[src/htfr_pkg.sv]
// ----------------------------------------------------------------------------
// htfr_pkg: shared types and constants for the header/trailer frame receiver
// Register map, field widths, reset values and controller/datapath signals.
// ----------------------------------------------------------------------------
package htfr_pkg;

	localparam int MAX_PAYLOAD = 32;
	localparam int BYTE_W      = 8;
	localparam int LEN_W       = 6;
	localparam int IDX_W       = 5;
	localparam int ADDR_W      = 5;
	localparam int DATA_W      = 32;
	localparam int REG_SEL_W   = 3;

	// register indexes (byte address = 4 * index)
	localparam logic [REG_SEL_W-1:0] REG_PAYLOAD_LENGTH     = 3'd0;
	localparam logic [REG_SEL_W-1:0] REG_HEADER_FIRST       = 3'd1;
	localparam logic [REG_SEL_W-1:0] REG_HEADER_SECOND      = 3'd2;
	localparam logic [REG_SEL_W-1:0] REG_USE_HEADER_SECOND  = 3'd3;
	localparam logic [REG_SEL_W-1:0] REG_TRAILER_FIRST      = 3'd4;
	localparam logic [REG_SEL_W-1:0] REG_TRAILER_SECOND     = 3'd5;
	localparam logic [REG_SEL_W-1:0] REG_USE_TRAILER_SECOND = 3'd6;

	// reset values
	localparam logic [LEN_W-1:0]  RST_PAYLOAD_LENGTH = 6'd16;
	localparam logic [BYTE_W-1:0] RST_HEADER_FIRST   = 8'd13;
	localparam logic [BYTE_W-1:0] RST_HEADER_SECOND  = 8'd10;
	localparam logic [BYTE_W-1:0] RST_TRAILER_FIRST  = 8'd10;
	localparam logic [BYTE_W-1:0] RST_TRAILER_SECOND = 8'd13;

	typedef struct packed {
		logic [LEN_W-1:0]  payload_length;
		logic [BYTE_W-1:0] header_first;
		logic [BYTE_W-1:0] header_second;
		logic              use_header_second;
		logic [BYTE_W-1:0] trailer_first;
		logic [BYTE_W-1:0] trailer_second;
		logic              use_trailer_second;
	} cfg_t;

	// controller -> datapath
	typedef struct packed {
		logic clr_fill;   // hunting byte taken: restart payload count
		logic store;      // payload byte taken: write and count it
		logic emit;       // frame complete: start reading the payload out
	} ctrl_cmd_t;

	// datapath -> controller
	typedef struct packed {
		logic hdr1_match;
		logic hdr2_match;
		logic trl1_match;
		logic trl2_match;
		logic fill_done;   // this payload byte ends the payload
		logic drain_busy;  // payload reads still to be issued
	} dp_status_t;

endpackage

[src/htfr_ram.sv]
// ----------------------------------------------------------------------------
// htfr_ram: generic single-write, single-read RAM
// One write port, one read port, read data registered on read enable.
// ----------------------------------------------------------------------------
module htfr_ram #(
	parameter int  WIDTH = 8,
	parameter int  DEPTH = 32,
	localparam int AW    = (DEPTH > 1) ? $clog2(DEPTH) : 1
) (
	input  logic             clk,
	input  logic             we,
	input  logic [AW-1:0]    waddr,
	input  logic [WIDTH-1:0] wdata,
	input  logic             re,
	input  logic [AW-1:0]    raddr,
	output logic [WIDTH-1:0] rdata
);

	logic [WIDTH-1:0] mem_q [DEPTH];
	logic [WIDTH-1:0] rdata_q;

	always_ff @(posedge clk) begin
		if (we) begin
			mem_q[waddr] <= wdata;
		end
		if (re) begin
			rdata_q <= mem_q[raddr];
		end
	end

	assign rdata = rdata_q;

endmodule

[src/htfr_ctrl.sv]
// ----------------------------------------------------------------------------
// htfr_ctrl: frame receive state machine
// Tracks hunt / header / payload / trailer phases and the payload drain.
// ----------------------------------------------------------------------------
module htfr_ctrl (
	input  logic                  clk,
	input  logic                  arst_n,
	input  logic                  in_valid,
	output logic                  in_stall,
	input  logic                  use_header_second,
	input  logic                  use_trailer_second,
	input  htfr_pkg::dp_status_t  status,
	output htfr_pkg::ctrl_cmd_t   cmd
);

	typedef enum logic [5:0] {
		ST_HUNT    = 6'b000001,
		ST_HDR2    = 6'b000010,
		ST_PAYLOAD = 6'b000100,
		ST_TRL1    = 6'b001000,
		ST_TRL2    = 6'b010000,
		ST_DRAIN   = 6'b100000
	} state_t;

	state_t state_q, state_nxt;
	logic   take;

	assign in_stall = (state_q == ST_DRAIN);
	assign take     = in_valid && !in_stall;

	always_comb begin
		state_nxt    = state_q;
		cmd.clr_fill = 1'b0;
		cmd.store    = 1'b0;
		cmd.emit     = 1'b0;
		unique case (state_q)
			ST_HUNT: begin
				if (take) begin
					cmd.clr_fill = 1'b1;
					if (status.hdr1_match) begin
						state_nxt = use_header_second ? ST_HDR2 : ST_PAYLOAD;
					end
				end
			end
			ST_HDR2: begin
				if (take) begin
					if (status.hdr2_match) begin
						state_nxt = ST_PAYLOAD;
					end else if (!status.hdr1_match) begin
						state_nxt = ST_HUNT;
					end
				end
			end
			ST_PAYLOAD: begin
				if (take) begin
					cmd.store = 1'b1;
					if (status.fill_done) begin
						state_nxt = ST_TRL1;
					end
				end
			end
			ST_TRL1: begin
				if (take) begin
					if (status.trl1_match && use_trailer_second) begin
						state_nxt = ST_TRL2;
					end else if (status.trl1_match) begin
						cmd.emit  = 1'b1;
						state_nxt = ST_DRAIN;
					end else begin
						state_nxt = ST_HUNT;
					end
				end
			end
			ST_TRL2: begin
				if (take) begin
					if (status.trl2_match) begin
						cmd.emit  = 1'b1;
						state_nxt = ST_DRAIN;
					end else begin
						state_nxt = ST_HUNT;
					end
				end
			end
			ST_DRAIN: begin
				if (!status.drain_busy) begin
					state_nxt = ST_HUNT;
				end
			end
			default: begin
				state_nxt = ST_HUNT;
			end
		endcase
	end

	always_ff @(posedge clk or negedge arst_n) begin
		if (!arst_n) begin
			state_q <= ST_HUNT;
		end else begin
			state_q <= state_nxt;
		end
	end

endmodule

[src/htfr_dp.sv]
// ----------------------------------------------------------------------------
// htfr_dp: frame receiver datapath
// Byte compares, payload count, payload store and the read-out pipeline.
// ----------------------------------------------------------------------------
module htfr_dp #(
	parameter int MAX_PAYLOAD = htfr_pkg::MAX_PAYLOAD
) (
	input  logic                          clk,
	input  logic                          arst_n,
	input  logic [htfr_pkg::BYTE_W-1:0]   rx_byte,
	input  htfr_pkg::cfg_t                cfg,
	input  htfr_pkg::ctrl_cmd_t           cmd,
	output htfr_pkg::dp_status_t          status,
	output logic                          out_valid,
	input  logic                          out_stall,
	output logic [htfr_pkg::BYTE_W-1:0]   payload_byte,
	output logic [htfr_pkg::IDX_W-1:0]    byte_index,
	output logic                          last_byte
);

	localparam int CW   = $clog2(MAX_PAYLOAD + 1);
	localparam int AW   = (MAX_PAYLOAD > 1) ? $clog2(MAX_PAYLOAD) : 1;
	localparam int CMPW = (CW > htfr_pkg::LEN_W) ? CW : htfr_pkg::LEN_W;
	localparam logic [CW-1:0] MAX_CNT = CW'(MAX_PAYLOAD);

	logic [CW-1:0] fill_count_q, fill_nxt, eff_len;
	logic          room;
	logic          ram_we;

	logic [CW-1:0] rd_idx_q;
	logic          drain_active_q;
	logic          issue, issue_last, out_load;
	logic          rd_vld_s1;
	logic [CW-1:0] rd_idx_s1;
	logic          rd_last_s1;
	logic [htfr_pkg::BYTE_W-1:0] rd_data;

	logic                        out_valid_q;
	logic [htfr_pkg::BYTE_W-1:0] out_byte_q;
	logic [htfr_pkg::IDX_W-1:0]  out_idx_q;
	logic                        out_last_q;

	// length 0 acts as 1, over-range clips to the store depth
	always_comb begin
		if (cfg.payload_length == '0) begin
			eff_len = CW'(1);
		end else if (CMPW'(cfg.payload_length) > CMPW'(MAX_CNT)) begin
			eff_len = MAX_CNT;
		end else begin
			eff_len = CW'(cfg.payload_length);
		end
	end

	assign room     = fill_count_q < MAX_CNT;
	assign fill_nxt = room ? fill_count_q + CW'(1) : fill_count_q;
	assign ram_we   = cmd.store && room;

	assign status.hdr1_match = (rx_byte == cfg.header_first);
	assign status.hdr2_match = (rx_byte == cfg.header_second);
	assign status.trl1_match = (rx_byte == cfg.trailer_first);
	assign status.trl2_match = (rx_byte == cfg.trailer_second);
	assign status.fill_done  = (fill_nxt >= eff_len);
	assign status.drain_busy = drain_active_q;

	always_ff @(posedge clk or negedge arst_n) begin
		if (!arst_n) begin
			fill_count_q <= '0;
		end else if (cmd.clr_fill) begin
			fill_count_q <= '0;
		end else if (cmd.store) begin
			fill_count_q <= fill_nxt;
		end
	end

	// read-out: RAM read register is stage 1, output register is stage 2
	assign out_load   = rd_vld_s1 && (!out_valid_q || !out_stall);
	assign issue      = drain_active_q && (!rd_vld_s1 || out_load);
	assign issue_last = (rd_idx_q + CW'(1)) == fill_count_q;

	htfr_ram #(
		.WIDTH (htfr_pkg::BYTE_W),
		.DEPTH (MAX_PAYLOAD)
	) u_store (
		.clk   (clk),
		.we    (ram_we),
		.waddr (fill_count_q[AW-1:0]),
		.wdata (rx_byte),
		.re    (issue),
		.raddr (rd_idx_q[AW-1:0]),
		.rdata (rd_data)
	);

	always_ff @(posedge clk or negedge arst_n) begin
		if (!arst_n) begin
			drain_active_q <= 1'b0;
			rd_idx_q       <= '0;
			rd_vld_s1      <= 1'b0;
			out_valid_q    <= 1'b0;
		end else begin
			if (cmd.emit) begin
				drain_active_q <= 1'b1;
				rd_idx_q       <= '0;
			end else if (issue) begin
				rd_idx_q <= rd_idx_q + CW'(1);
				if (issue_last) begin
					drain_active_q <= 1'b0;
				end
			end
			if (issue) begin
				rd_vld_s1 <= 1'b1;
			end else if (out_load) begin
				rd_vld_s1 <= 1'b0;
			end
			if (out_load) begin
				out_valid_q <= 1'b1;
			end else if (!out_stall) begin
				out_valid_q <= 1'b0;
			end
		end
	end

	always_ff @(posedge clk) begin
		if (issue) begin
			rd_idx_s1  <= rd_idx_q;
			rd_last_s1 <= issue_last;
		end
		if (out_load) begin
			out_byte_q <= rd_data;
			out_idx_q  <= htfr_pkg::IDX_W'(rd_idx_s1);
			out_last_q <= rd_last_s1;
		end
	end

	assign out_valid    = out_valid_q;
	assign payload_byte = out_byte_q;
	assign byte_index   = out_idx_q;
	assign last_byte    = out_last_q;

`ifndef ASSERT_OFF
	a_emit_starts_drain: assert property (@(posedge clk) disable iff (!arst_n)
		cmd.emit |=> (drain_active_q && rd_idx_q == '0))
		else $error("drain not started after frame completion");
	a_no_write_in_drain: assert property (@(posedge clk) disable iff (!arst_n)
		!(ram_we && drain_active_q))
		else $error("payload store written while draining");
	a_read_in_range: assert property (@(posedge clk) disable iff (!arst_n)
		issue |-> (rd_idx_q < fill_count_q))
		else $error("payload read beyond stored bytes");
	a_fill_bounded: assert property (@(posedge clk) disable iff (!arst_n)
		fill_count_q <= MAX_CNT)
		else $error("fill count beyond store depth");
`endif

endmodule

[src/header_trailer_frame_receiver.sv]
// ----------------------------------------------------------------------------
// header_trailer_frame_receiver: fixed-length frame deframer
// Hunts header bytes, captures a fixed payload, checks trailer, emits payload.
// ----------------------------------------------------------------------------
// Usage:
//  Input channel (in_valid / in_stall / rx_byte): one received byte per
//  transaction. A byte is taken every cycle while hunting headers, storing
//  payload or checking trailers. in_stall is high only in the drain state,
//  entered when a frame completes, left once its payload reads are issued.
//  Output channel (out_valid / out_stall / payload_byte, byte_index,
//  last_byte): one transaction per stored payload byte, in order, last_byte
//  set on the final one. Only complete frames (header, payload, trailer all
//  matched) produce output.
//  Read-out: once the final trailer byte is taken the drain starts and each
//  payload byte passes the RAM read register, then the output register; an
//  N-byte frame streams at one byte per cycle while out_stall is low, the
//  input held off while the payload store (one read port) is read out.
//  Output stall: the read pipeline (RAM read register + output register)
//  holds; no data is lost. Input resumes once all reads are issued, so new
//  bytes can be hunted while the tail of a frame still waits to be taken.
//  Reset: hunting the first header, registers at their defaults, store
//  contents undefined (only bytes written in the current frame are read).
//  Config: APB, register i at byte address 4*i; write only while idle.
// ----------------------------------------------------------------------------
module header_trailer_frame_receiver #(
	parameter int MAX_PAYLOAD = htfr_pkg::MAX_PAYLOAD
) (
	input  logic                          clk,
	input  logic                          arst_n,
	// received byte channel
	input  logic                          in_valid,
	output logic                          in_stall,
	input  logic [htfr_pkg::BYTE_W-1:0]   rx_byte,
	// payload channel
	output logic                          out_valid,
	input  logic                          out_stall,
	output logic [htfr_pkg::BYTE_W-1:0]   payload_byte,
	output logic [htfr_pkg::IDX_W-1:0]    byte_index,
	output logic                          last_byte,
	// configuration
	input  logic                          psel,
	input  logic                          penable,
	input  logic                          pwrite,
	input  logic [htfr_pkg::ADDR_W-1:0]   paddr,
	input  logic [htfr_pkg::DATA_W-1:0]   pwdata,
	output logic [htfr_pkg::DATA_W-1:0]   prdata,
	output logic                          pready
);

	htfr_pkg::cfg_t       cfg_q;
	htfr_pkg::ctrl_cmd_t  cmd;
	htfr_pkg::dp_status_t status;
	logic                 cfg_wr;
	logic [htfr_pkg::REG_SEL_W-1:0] reg_sel;

	// ---------------- config registers ----------------
	assign pready  = 1'b1;
	assign cfg_wr  = psel && penable && pwrite && pready;
	assign reg_sel = paddr[htfr_pkg::ADDR_W-1:2];

	always_ff @(posedge clk or negedge arst_n) begin
		if (!arst_n) begin
			cfg_q.payload_length     <= htfr_pkg::RST_PAYLOAD_LENGTH;
			cfg_q.header_first       <= htfr_pkg::RST_HEADER_FIRST;
			cfg_q.header_second      <= htfr_pkg::RST_HEADER_SECOND;
			cfg_q.use_header_second  <= 1'b1;
			cfg_q.trailer_first      <= htfr_pkg::RST_TRAILER_FIRST;
			cfg_q.trailer_second     <= htfr_pkg::RST_TRAILER_SECOND;
			cfg_q.use_trailer_second <= 1'b1;
		end else if (cfg_wr) begin
			unique case (reg_sel)
				htfr_pkg::REG_PAYLOAD_LENGTH:
					cfg_q.payload_length <= pwdata[htfr_pkg::LEN_W-1:0];
				htfr_pkg::REG_HEADER_FIRST:
					cfg_q.header_first <= pwdata[htfr_pkg::BYTE_W-1:0];
				htfr_pkg::REG_HEADER_SECOND:
					cfg_q.header_second <= pwdata[htfr_pkg::BYTE_W-1:0];
				htfr_pkg::REG_USE_HEADER_SECOND:
					cfg_q.use_header_second <= pwdata[0];
				htfr_pkg::REG_TRAILER_FIRST:
					cfg_q.trailer_first <= pwdata[htfr_pkg::BYTE_W-1:0];
				htfr_pkg::REG_TRAILER_SECOND:
					cfg_q.trailer_second <= pwdata[htfr_pkg::BYTE_W-1:0];
				htfr_pkg::REG_USE_TRAILER_SECOND:
					cfg_q.use_trailer_second <= pwdata[0];
				default: begin
					// unmapped address: write ignored
				end
			endcase
		end
	end

	always_comb begin
		unique case (reg_sel)
			htfr_pkg::REG_PAYLOAD_LENGTH:
				prdata = htfr_pkg::DATA_W'(cfg_q.payload_length);
			htfr_pkg::REG_HEADER_FIRST:
				prdata = htfr_pkg::DATA_W'(cfg_q.header_first);
			htfr_pkg::REG_HEADER_SECOND:
				prdata = htfr_pkg::DATA_W'(cfg_q.header_second);
			htfr_pkg::REG_USE_HEADER_SECOND:
				prdata = htfr_pkg::DATA_W'(cfg_q.use_header_second);
			htfr_pkg::REG_TRAILER_FIRST:
				prdata = htfr_pkg::DATA_W'(cfg_q.trailer_first);
			htfr_pkg::REG_TRAILER_SECOND:
				prdata = htfr_pkg::DATA_W'(cfg_q.trailer_second);
			htfr_pkg::REG_USE_TRAILER_SECOND:
				prdata = htfr_pkg::DATA_W'(cfg_q.use_trailer_second);
			default:
				prdata = '0;
		endcase
	end

	// ---------------- controller ----------------
	htfr_ctrl u_ctrl (
		.clk                (clk),
		.arst_n             (arst_n),
		.in_valid           (in_valid),
		.in_stall           (in_stall),
		.use_header_second  (cfg_q.use_header_second),
		.use_trailer_second (cfg_q.use_trailer_second),
		.status             (status),
		.cmd                (cmd)
	);

	// ---------------- datapath ----------------
	htfr_dp #(
		.MAX_PAYLOAD (MAX_PAYLOAD)
	) u_dp (
		.clk          (clk),
		.arst_n       (arst_n),
		.rx_byte      (rx_byte),
		.cfg          (cfg_q),
		.cmd          (cmd),
		.status       (status),
		.out_valid    (out_valid),
		.out_stall    (out_stall),
		.payload_byte (payload_byte),
		.byte_index   (byte_index),
		.last_byte    (last_byte)
	);

endmodule
[config.mk]
export PLATFORM = sky130hd
export DESIGN_NAME = header_trailer_frame_receiver
export DESIGN_NICKNAME = d
export VERILOG_FILES = /design/src/htfr_pkg.sv /design/src/htfr_ram.sv /design/src/htfr_ctrl.sv /design/src/htfr_dp.sv /design/src/header_trailer_frame_receiver.sv
export SDC_FILE = /design/constraint.sdc
export NUM_CORES = 1
export LEC_CHECK = 0
export BUFFER_PORTS_ARGS = -buffer_cell sky130_fd_sc_hd__buf_4
export CAP_MARGIN = 15
export CORE_MARGIN = 4
export CORE_UTILIZATION = 48
export CTS_BUF_LIST = sky130_fd_sc_hd__clkbuf_2
export CTS_CLUSTER_SIZE = 20
export DETAILED_ROUTE_END_ITERATION = 10
export PLACE_DENSITY_LB_ADDON = 0.08
export REMOVE_ABC_BUFFERS = 1
export SYNTH_ARGS = -nofsm -noshare
export SYNTH_HDL_FRONTEND = slang
export SYNTH_SLANG_ARGS = --single-unit
[constraint.sdc]
create_clock -name clk -period 4.58 [get_ports clk]
set_input_delay 0.916 -clock clk [delete_from_list [all_inputs] [get_ports clk]]
set_output_delay 0.916 -clock clk [all_outputs]
set_load 0.03 [all_outputs]
# Word-level counts from Yosys, hierarchy flattened
# Memories as Yosys holds them, arrays and structs flattened. A register that Yosys moved wholly into a read port is not among the register bits.
# Index checks and enable logic that the tools add are counted.
dict set report op_classes {
  eq_ne 27
  magnitude_cmp 3
  n_reduce_logical 28
  n_mux 41
  n_addsub 2
}
# cell count
set op_table {}
lappend op_table {{6-bit two-way mux} 20}
lappend op_table {{8-bit one-hot mux with 7 select lines} 1}
lappend op_table {{6-bit one-hot mux with 6 select lines} 1}
lappend op_table {{8-bit equality test} 4}
lappend op_table {{1-bit two-way mux} 17}
lappend op_table {{2-bit AND reduction} 8}
lappend op_table {{2-bit by 1-bit inequality test with 1-bit output, second input constant} 7}
lappend op_table {{6-bit by 1-bit adder with 6-bit output, second input constant} 2}
lappend op_table {{3-bit equality test, second input constant} 3}
lappend op_table {{9-bit AND reduction} 1}
lappend op_table {{2-bit nonzero test} 4}
lappend op_table {{1-bit logical AND} 7}
lappend op_table {{3-bit by 2-bit equality test with 1-bit output, second input constant} 2}
lappend op_table {{6-bit by 1-bit equality test with 1-bit output, second input constant} 1}
lappend op_table {{6-bit by 2-bit equality test with 1-bit output, second input constant} 1}
lappend op_table {{6-bit by 3-bit equality test with 1-bit output, second input constant} 1}
lappend op_table {{6-bit by 4-bit equality test with 1-bit output, second input constant} 1}
lappend op_table {{6-bit by 5-bit equality test with 1-bit output, second input constant} 1}
lappend op_table {{6-bit equality test} 1}
lappend op_table {{6-bit equality test, second input constant} 1}
lappend op_table {{6-bit >= comparator} 1}
lappend op_table {{6-bit greater-than comparator, second input constant} 1}
lappend op_table {{6-bit zero test} 1}
lappend op_table {{6-bit less-than comparator, second input constant} 1}
lappend op_table {{other kinds (8)} 13}
dict set report totals {
  memories 1
  ram_bits 256
  reg_bits 81
  in_bits 52
  output_inout_bits 49
  wordCells 120
}
# memory depth width rd rd_ports_with_merged_regs write_ports line
set mem_list {}
lappend mem_list {u_dp.u_store.mem_q 32 8 1 1 1 htfr_ram.sv:19} ;# logic [WIDTH-1:0] mem_q [DEPTH];

# Logic depth before layout (Yosys ltp)
dict set report logic_depth {
  word_depth 8
  depth_mapped 10
  ltp_nobuf 10
}

# By module
# From an unflattened synthesis, not the netlist that was laid out.
dict set report hier_totals {
  cells_unflattened 829
  hier_area_um2 14825.5
}
# module area_each_um2 n_inst cells_each seq_area_each_um2
set by_module_without_submodules {}
lappend by_module_without_submodules {htfr_ram 10133.5 1 417 7927.6}
lappend by_module_without_submodules {header_trailer_frame_receiver 2183.3 1 174 1017.2}
lappend by_module_without_submodules {htfr_dp 2020.7 1 187 975.9}
lappend by_module_without_submodules {htfr_ctrl 488.0 1 51 151.4}

# Least setup slack after synthesis
# OpenSTA, ideal clock, no wires.
dict set report synth_timing {
  path_type {in2out}
  startpoint {input port paddr[2] in the netlist's numbering}
  endpoint {output port prdata[2] in the netlist's numbering}
  path_slack_ns 1.449
  t_arrival_ns 2.215
  path_stages 5
  cell_sequence {buf_2 buf_1 mux2_2 a22oi_1 o22ai_1}
}
dict set report synth_via {
  elab_chain_cells 2
}
# element line
set synth_rtl {}
lappend synth_rtl {{from (decl)} header_trailer_frame_receiver.sv:44} ;# input logic [htfr_pkg::ADDR_W-1:0] paddr,
lappend synth_rtl {{3-bit equality test, or another cell as far along} header_trailer_frame_receiver.sv:94} ;# unique case (reg_sel)
lappend synth_rtl {{8-bit one-hot mux with 7 select lines *} header_trailer_frame_receiver.sv:94}
lappend synth_rtl {{to (decl)} header_trailer_frame_receiver.sv:46} ;# output logic [htfr_pkg::DATA_W-1:0] prdata,
# Mark *: on every way between the ends. The rest lies on a longest branch, timed or not.

# Worst setup path in the final report
dict set report layout_timing {
  startpoint {input port paddr[2] in the netlist's numbering}
  endpoint {output port prdata[0] in the netlist's numbering}
}
# Same word-level chain as after synthesis.

==> impl_metrics.tcl <==
set metrics [dict create \
    dieArea_um2 33700 \
    finalHoldViolCount 0 \
    worst_pin_slew_ns 1.04 \
    place_ws_ns 1.22 \
    tns_ns 0 \
    n_fill_cell 2482 \
    fmax_ghz 0.301 \
    grt_overflow 0 \
    syn_area_um2 14800 \
    vias 8291 \
    drive_gt1_frac 0.297 \
    min_period_ns 3.33 \
    cpPeakStageDelay_ns 0.60 \
    yosysTopAreaCell "edfxtp_1" \
    rsz0062_at_grt "no" \
    combPwrFrac 0.167 \
    cap_violations 0 \
    rows 64 \
    grt_pass1_wl_um 50400 \
    ys_ff_latch 345 \
    wl_per_cell_um 22.3 \
    core-area_um2 30500 \
    antenna_found_initial 1 \
    pwr-share-seq 0.521 \
    synth_edf_count 284 \
    synth-seq-area-share 0.680 \
    numCtsBuffers 87 \
    start_kind "primary input" \
    timing.final.ws_setup_ns 1.25 \
    grtUsageTotal 0.197 \
    synthDistinctLibCells 58 \
    ys.flop_type "edfxtp_1" \
    start_util 0.485 \
    cts_tree "done" \
    cts_buffer_depth 3 \
    die_w_um 184 \
    p_per_area_nw_per_um2 436 \
    worstPathMaxFanout 18 \
    slew_headroom 0.304 \
    post-route-period-util 0.727 \
    p_clk_frac 0.312 \
    synth_top_area_frac 0.576 \
    grt_pass1_vias 8613 \
    critPathRequiredTime_ns 3.66 \
    via_per_inst 5.64 \
    finalMaxSlewViolations 0 \
    cts_root_buf "clkbuf_2" \
    hold_class "in2async" \
    synthArstFlopShare 0.177 \
    syn_area_per_cell_um2 16.3 \
    dp_hpwl_um 20800 \
    routed_wl_um 32800 \
    clk_latency_ns 0.88 \
    clk_pin_slew_worst_paths_ns 0.10 \
    skew_ns 0.0531 \
    p_leak_nw 5.66 \
    fin_nets 1070 \
    ant_nets 0 \
    htreeDepth 3 \
    cp_slowest_cell "nor2b_1" \
    arrival_ns 2.41 \
    critPathBufInv 2 \
    status "complete, no violations" \
    internal_power_mw 5.10 \
    synthCells 908 \
    clock_sinks 345 \
    critical_path_class "in2out" \
    syn2layout_area_growth_pct 10.2 \
    drtPass1Iterations 5 \
    final_common_cell "edfxtp_1" \
    worst_path_most_repeated_cell "buf_4" \
    gp_congestion 0.848 \
    drc_errors 0 \
    ys_warn_count 0 \
    end_kind "output pin" \
    crit_family "simple AND/OR/NAND/NOR gates" \
    synth_area_leaders "edfxtp_1 58%, dfrtp_1 7.9%, mux4_2 6.1%" \
    grt_max_degree 62 \
    postCtsHoldBufs 0 \
    io_pins 101 \
    layout_common_cells "284 x edfxtp_1, 121 x clkbuf_2, 57 x buf_4, 55 x nor2_1, 54 x mux2i_1" \
    p_switching_mw 2.02 \
    die_h_um 184 \
    sw_frac_of_total 0.283 \
    drt_iter0_markers 630 \
    crit_path_cell_trace "buf_4, nor2b_1, a22oi_1, nand2_1, o21ai_0, o221ai_1, buf_4" \
    setup_viol 0 \
    port_buffers 49 \
    postCtsSetupRepairBufs 0 \
    cts_resized 0 \
    max-vdd-ir-drop_mv 0.285 \
]
==> layer usage <==
layer	vias up	wire (um)	track usage
li1	3746	-	-
met1	4147	14300	0.282
met2	342	15600	0.307
met3	56	2240	0.0376
met4	0	660	0.0662
met5	-	0	0
==> path summary, 6_finish.rpt <==
kind | start | end | slack [ns] | cells after the start
hold / removal | arst_n | cfg_q[8]$_DFFE_PN0P_ | 0.13 | 1
hold reg to reg | u_dp.u_store.rdata[6]$_DFFE_PP_ | u_dp.payload_byte[6]$_DFFE_PP_ | 0.43 | 0
min in group clk | pwdata[7] | cfg_q[8]$_DFFE_PN0P_ | 0.31 | 2
max in group asynchronous | arst_n | u_dp.rd_idx_q[0]$_DFFE_PN0P_ | 3.83 | 1
setup / recovery | paddr[2] | prdata[0] | 1.25 | 7
setup reg to reg | u_ctrl.state_q[1]$_DFFE_PN0P_ | u_dp.u_store.mem_q[30][7]$_DFFE_PP_ | 1.58 | 6
==> registers in the layout, summed over array words and instances, names as in the netlist <==
name                 count
u_ctrl.state_q           6
u_dp.drain_active_q      1
u_dp.rd_last_s1          1
u_dp.rd_idx_q            6
u_dp.u_store.rdata       8
u_dp.fill_count_q        6
u_dp.out_valid           1
u_dp.rd_idx_s1           5
cfg_q                   40
u_dp.payload_byte        8
u_dp.u_store.mem_q     256
u_dp.last_byte           1
u_dp.byte_index          5
u_dp.rd_vld_s1           1
==> area by class of cell <==
cell class / instances / area, um^2 / share of cell area
sequential: 345 / 10100 / 0.617
multi-input combinational: 506 / 4390 / 0.269
tap: 396 / 495 / 0.0303
antenna: 1 / 2.50 / 0.000153
clock inverter: 33 / 275 / 0.0169
clock buffer: 121 / 606 / 0.0371
timing repair buffer: 58 / 448 / 0.0274
inverter: 9 / 33.8 / 0.00207
==> stage by stage <==
stage | instances | hold slack (ns) | utilization | instance area, um^2 | total power, mW
2_1_floorplan | 860 | 0.400 | - | 14500 | 4.66
3_3_place_gp | 1314 | 0.408 | 0.506 | 15400 | 4.93
3_5_place_dp | 1314 | 0.407 | 0.506 | 15400 | 4.97
4_1_cts | 1468 | 0.0671 | 0.535 | 16300 | 7.20
5_1_grt | 1469 | 0.108 | 0.535 | 16300 | 7.49
6_report | 1469 | 0.129 | 0.535 | 16300 | 7.12
==> logic make-up after synthesis <==
| group | after synthesis | share of synthesized area |
|---|---|---|
| other cells | 2 | 0.000507 |
| fa+ha+maj | 11 | 0.00929 |
| mux | 150 | 0.141 |
| simple gates | 169 | 0.0574 |
| xor+xnor | 48 | 0.0284 |
| compound gates | 103 | 0.0542 |
| flops | 345 | 0.680 |
| buf+inv | 80 | 0.0295 |
==> cell usage after synthesis (2+ instances only) <==
cell type / n
or3_1: 2
dfstp_2: 14
a21oi_1: 4
dfrtp_1: 47
mux2i_1: 54
a22oi_1: 13
xnor2_1: 20
nor3_2: 2
conb_1: 2
o21ai_1: 8
nand2_1: 46
nand4_1: 8
nand3b_1: 7
clkbuf_1: 26
o31ai_1: 3
nor4_2: 5
inv_1: 8
and2_1: 2
nor2b_1: 12
xor2_1: 28
o221ai_1: 39
and3_1: 3
nand3_1: 7
buf_4: 33
nor4_1: 4
a32o_1: 3
buf_1: 2
ha_1: 11
mux4_2: 40
buf_2: 9
mux2_2: 53
mux2_4: 2
o21ai_0: 10
edfxtp_1: 284
or3b_2: 2
nand2b_1: 8
o22ai_1: 9
a21o_1: 2
nor2_1: 55
nor3_1: 3
==> power groups by stage <==
stage | sequential [mW] | combinational (mW) | clock [mW]
2_1_floorplan | 3.80 | 0.858 | 0
3_5_place_dp | 3.79 | 1.19 | 0
5_1_grt | 3.74 | 1.28 | 2.48
4_1_cts | 3.72 | 1.19 | 2.29
6_report | 3.71 | 1.19 | 2.22
3_3_place_gp | 3.77 | 1.16 | 0
(Power assumes the default switching activity.)
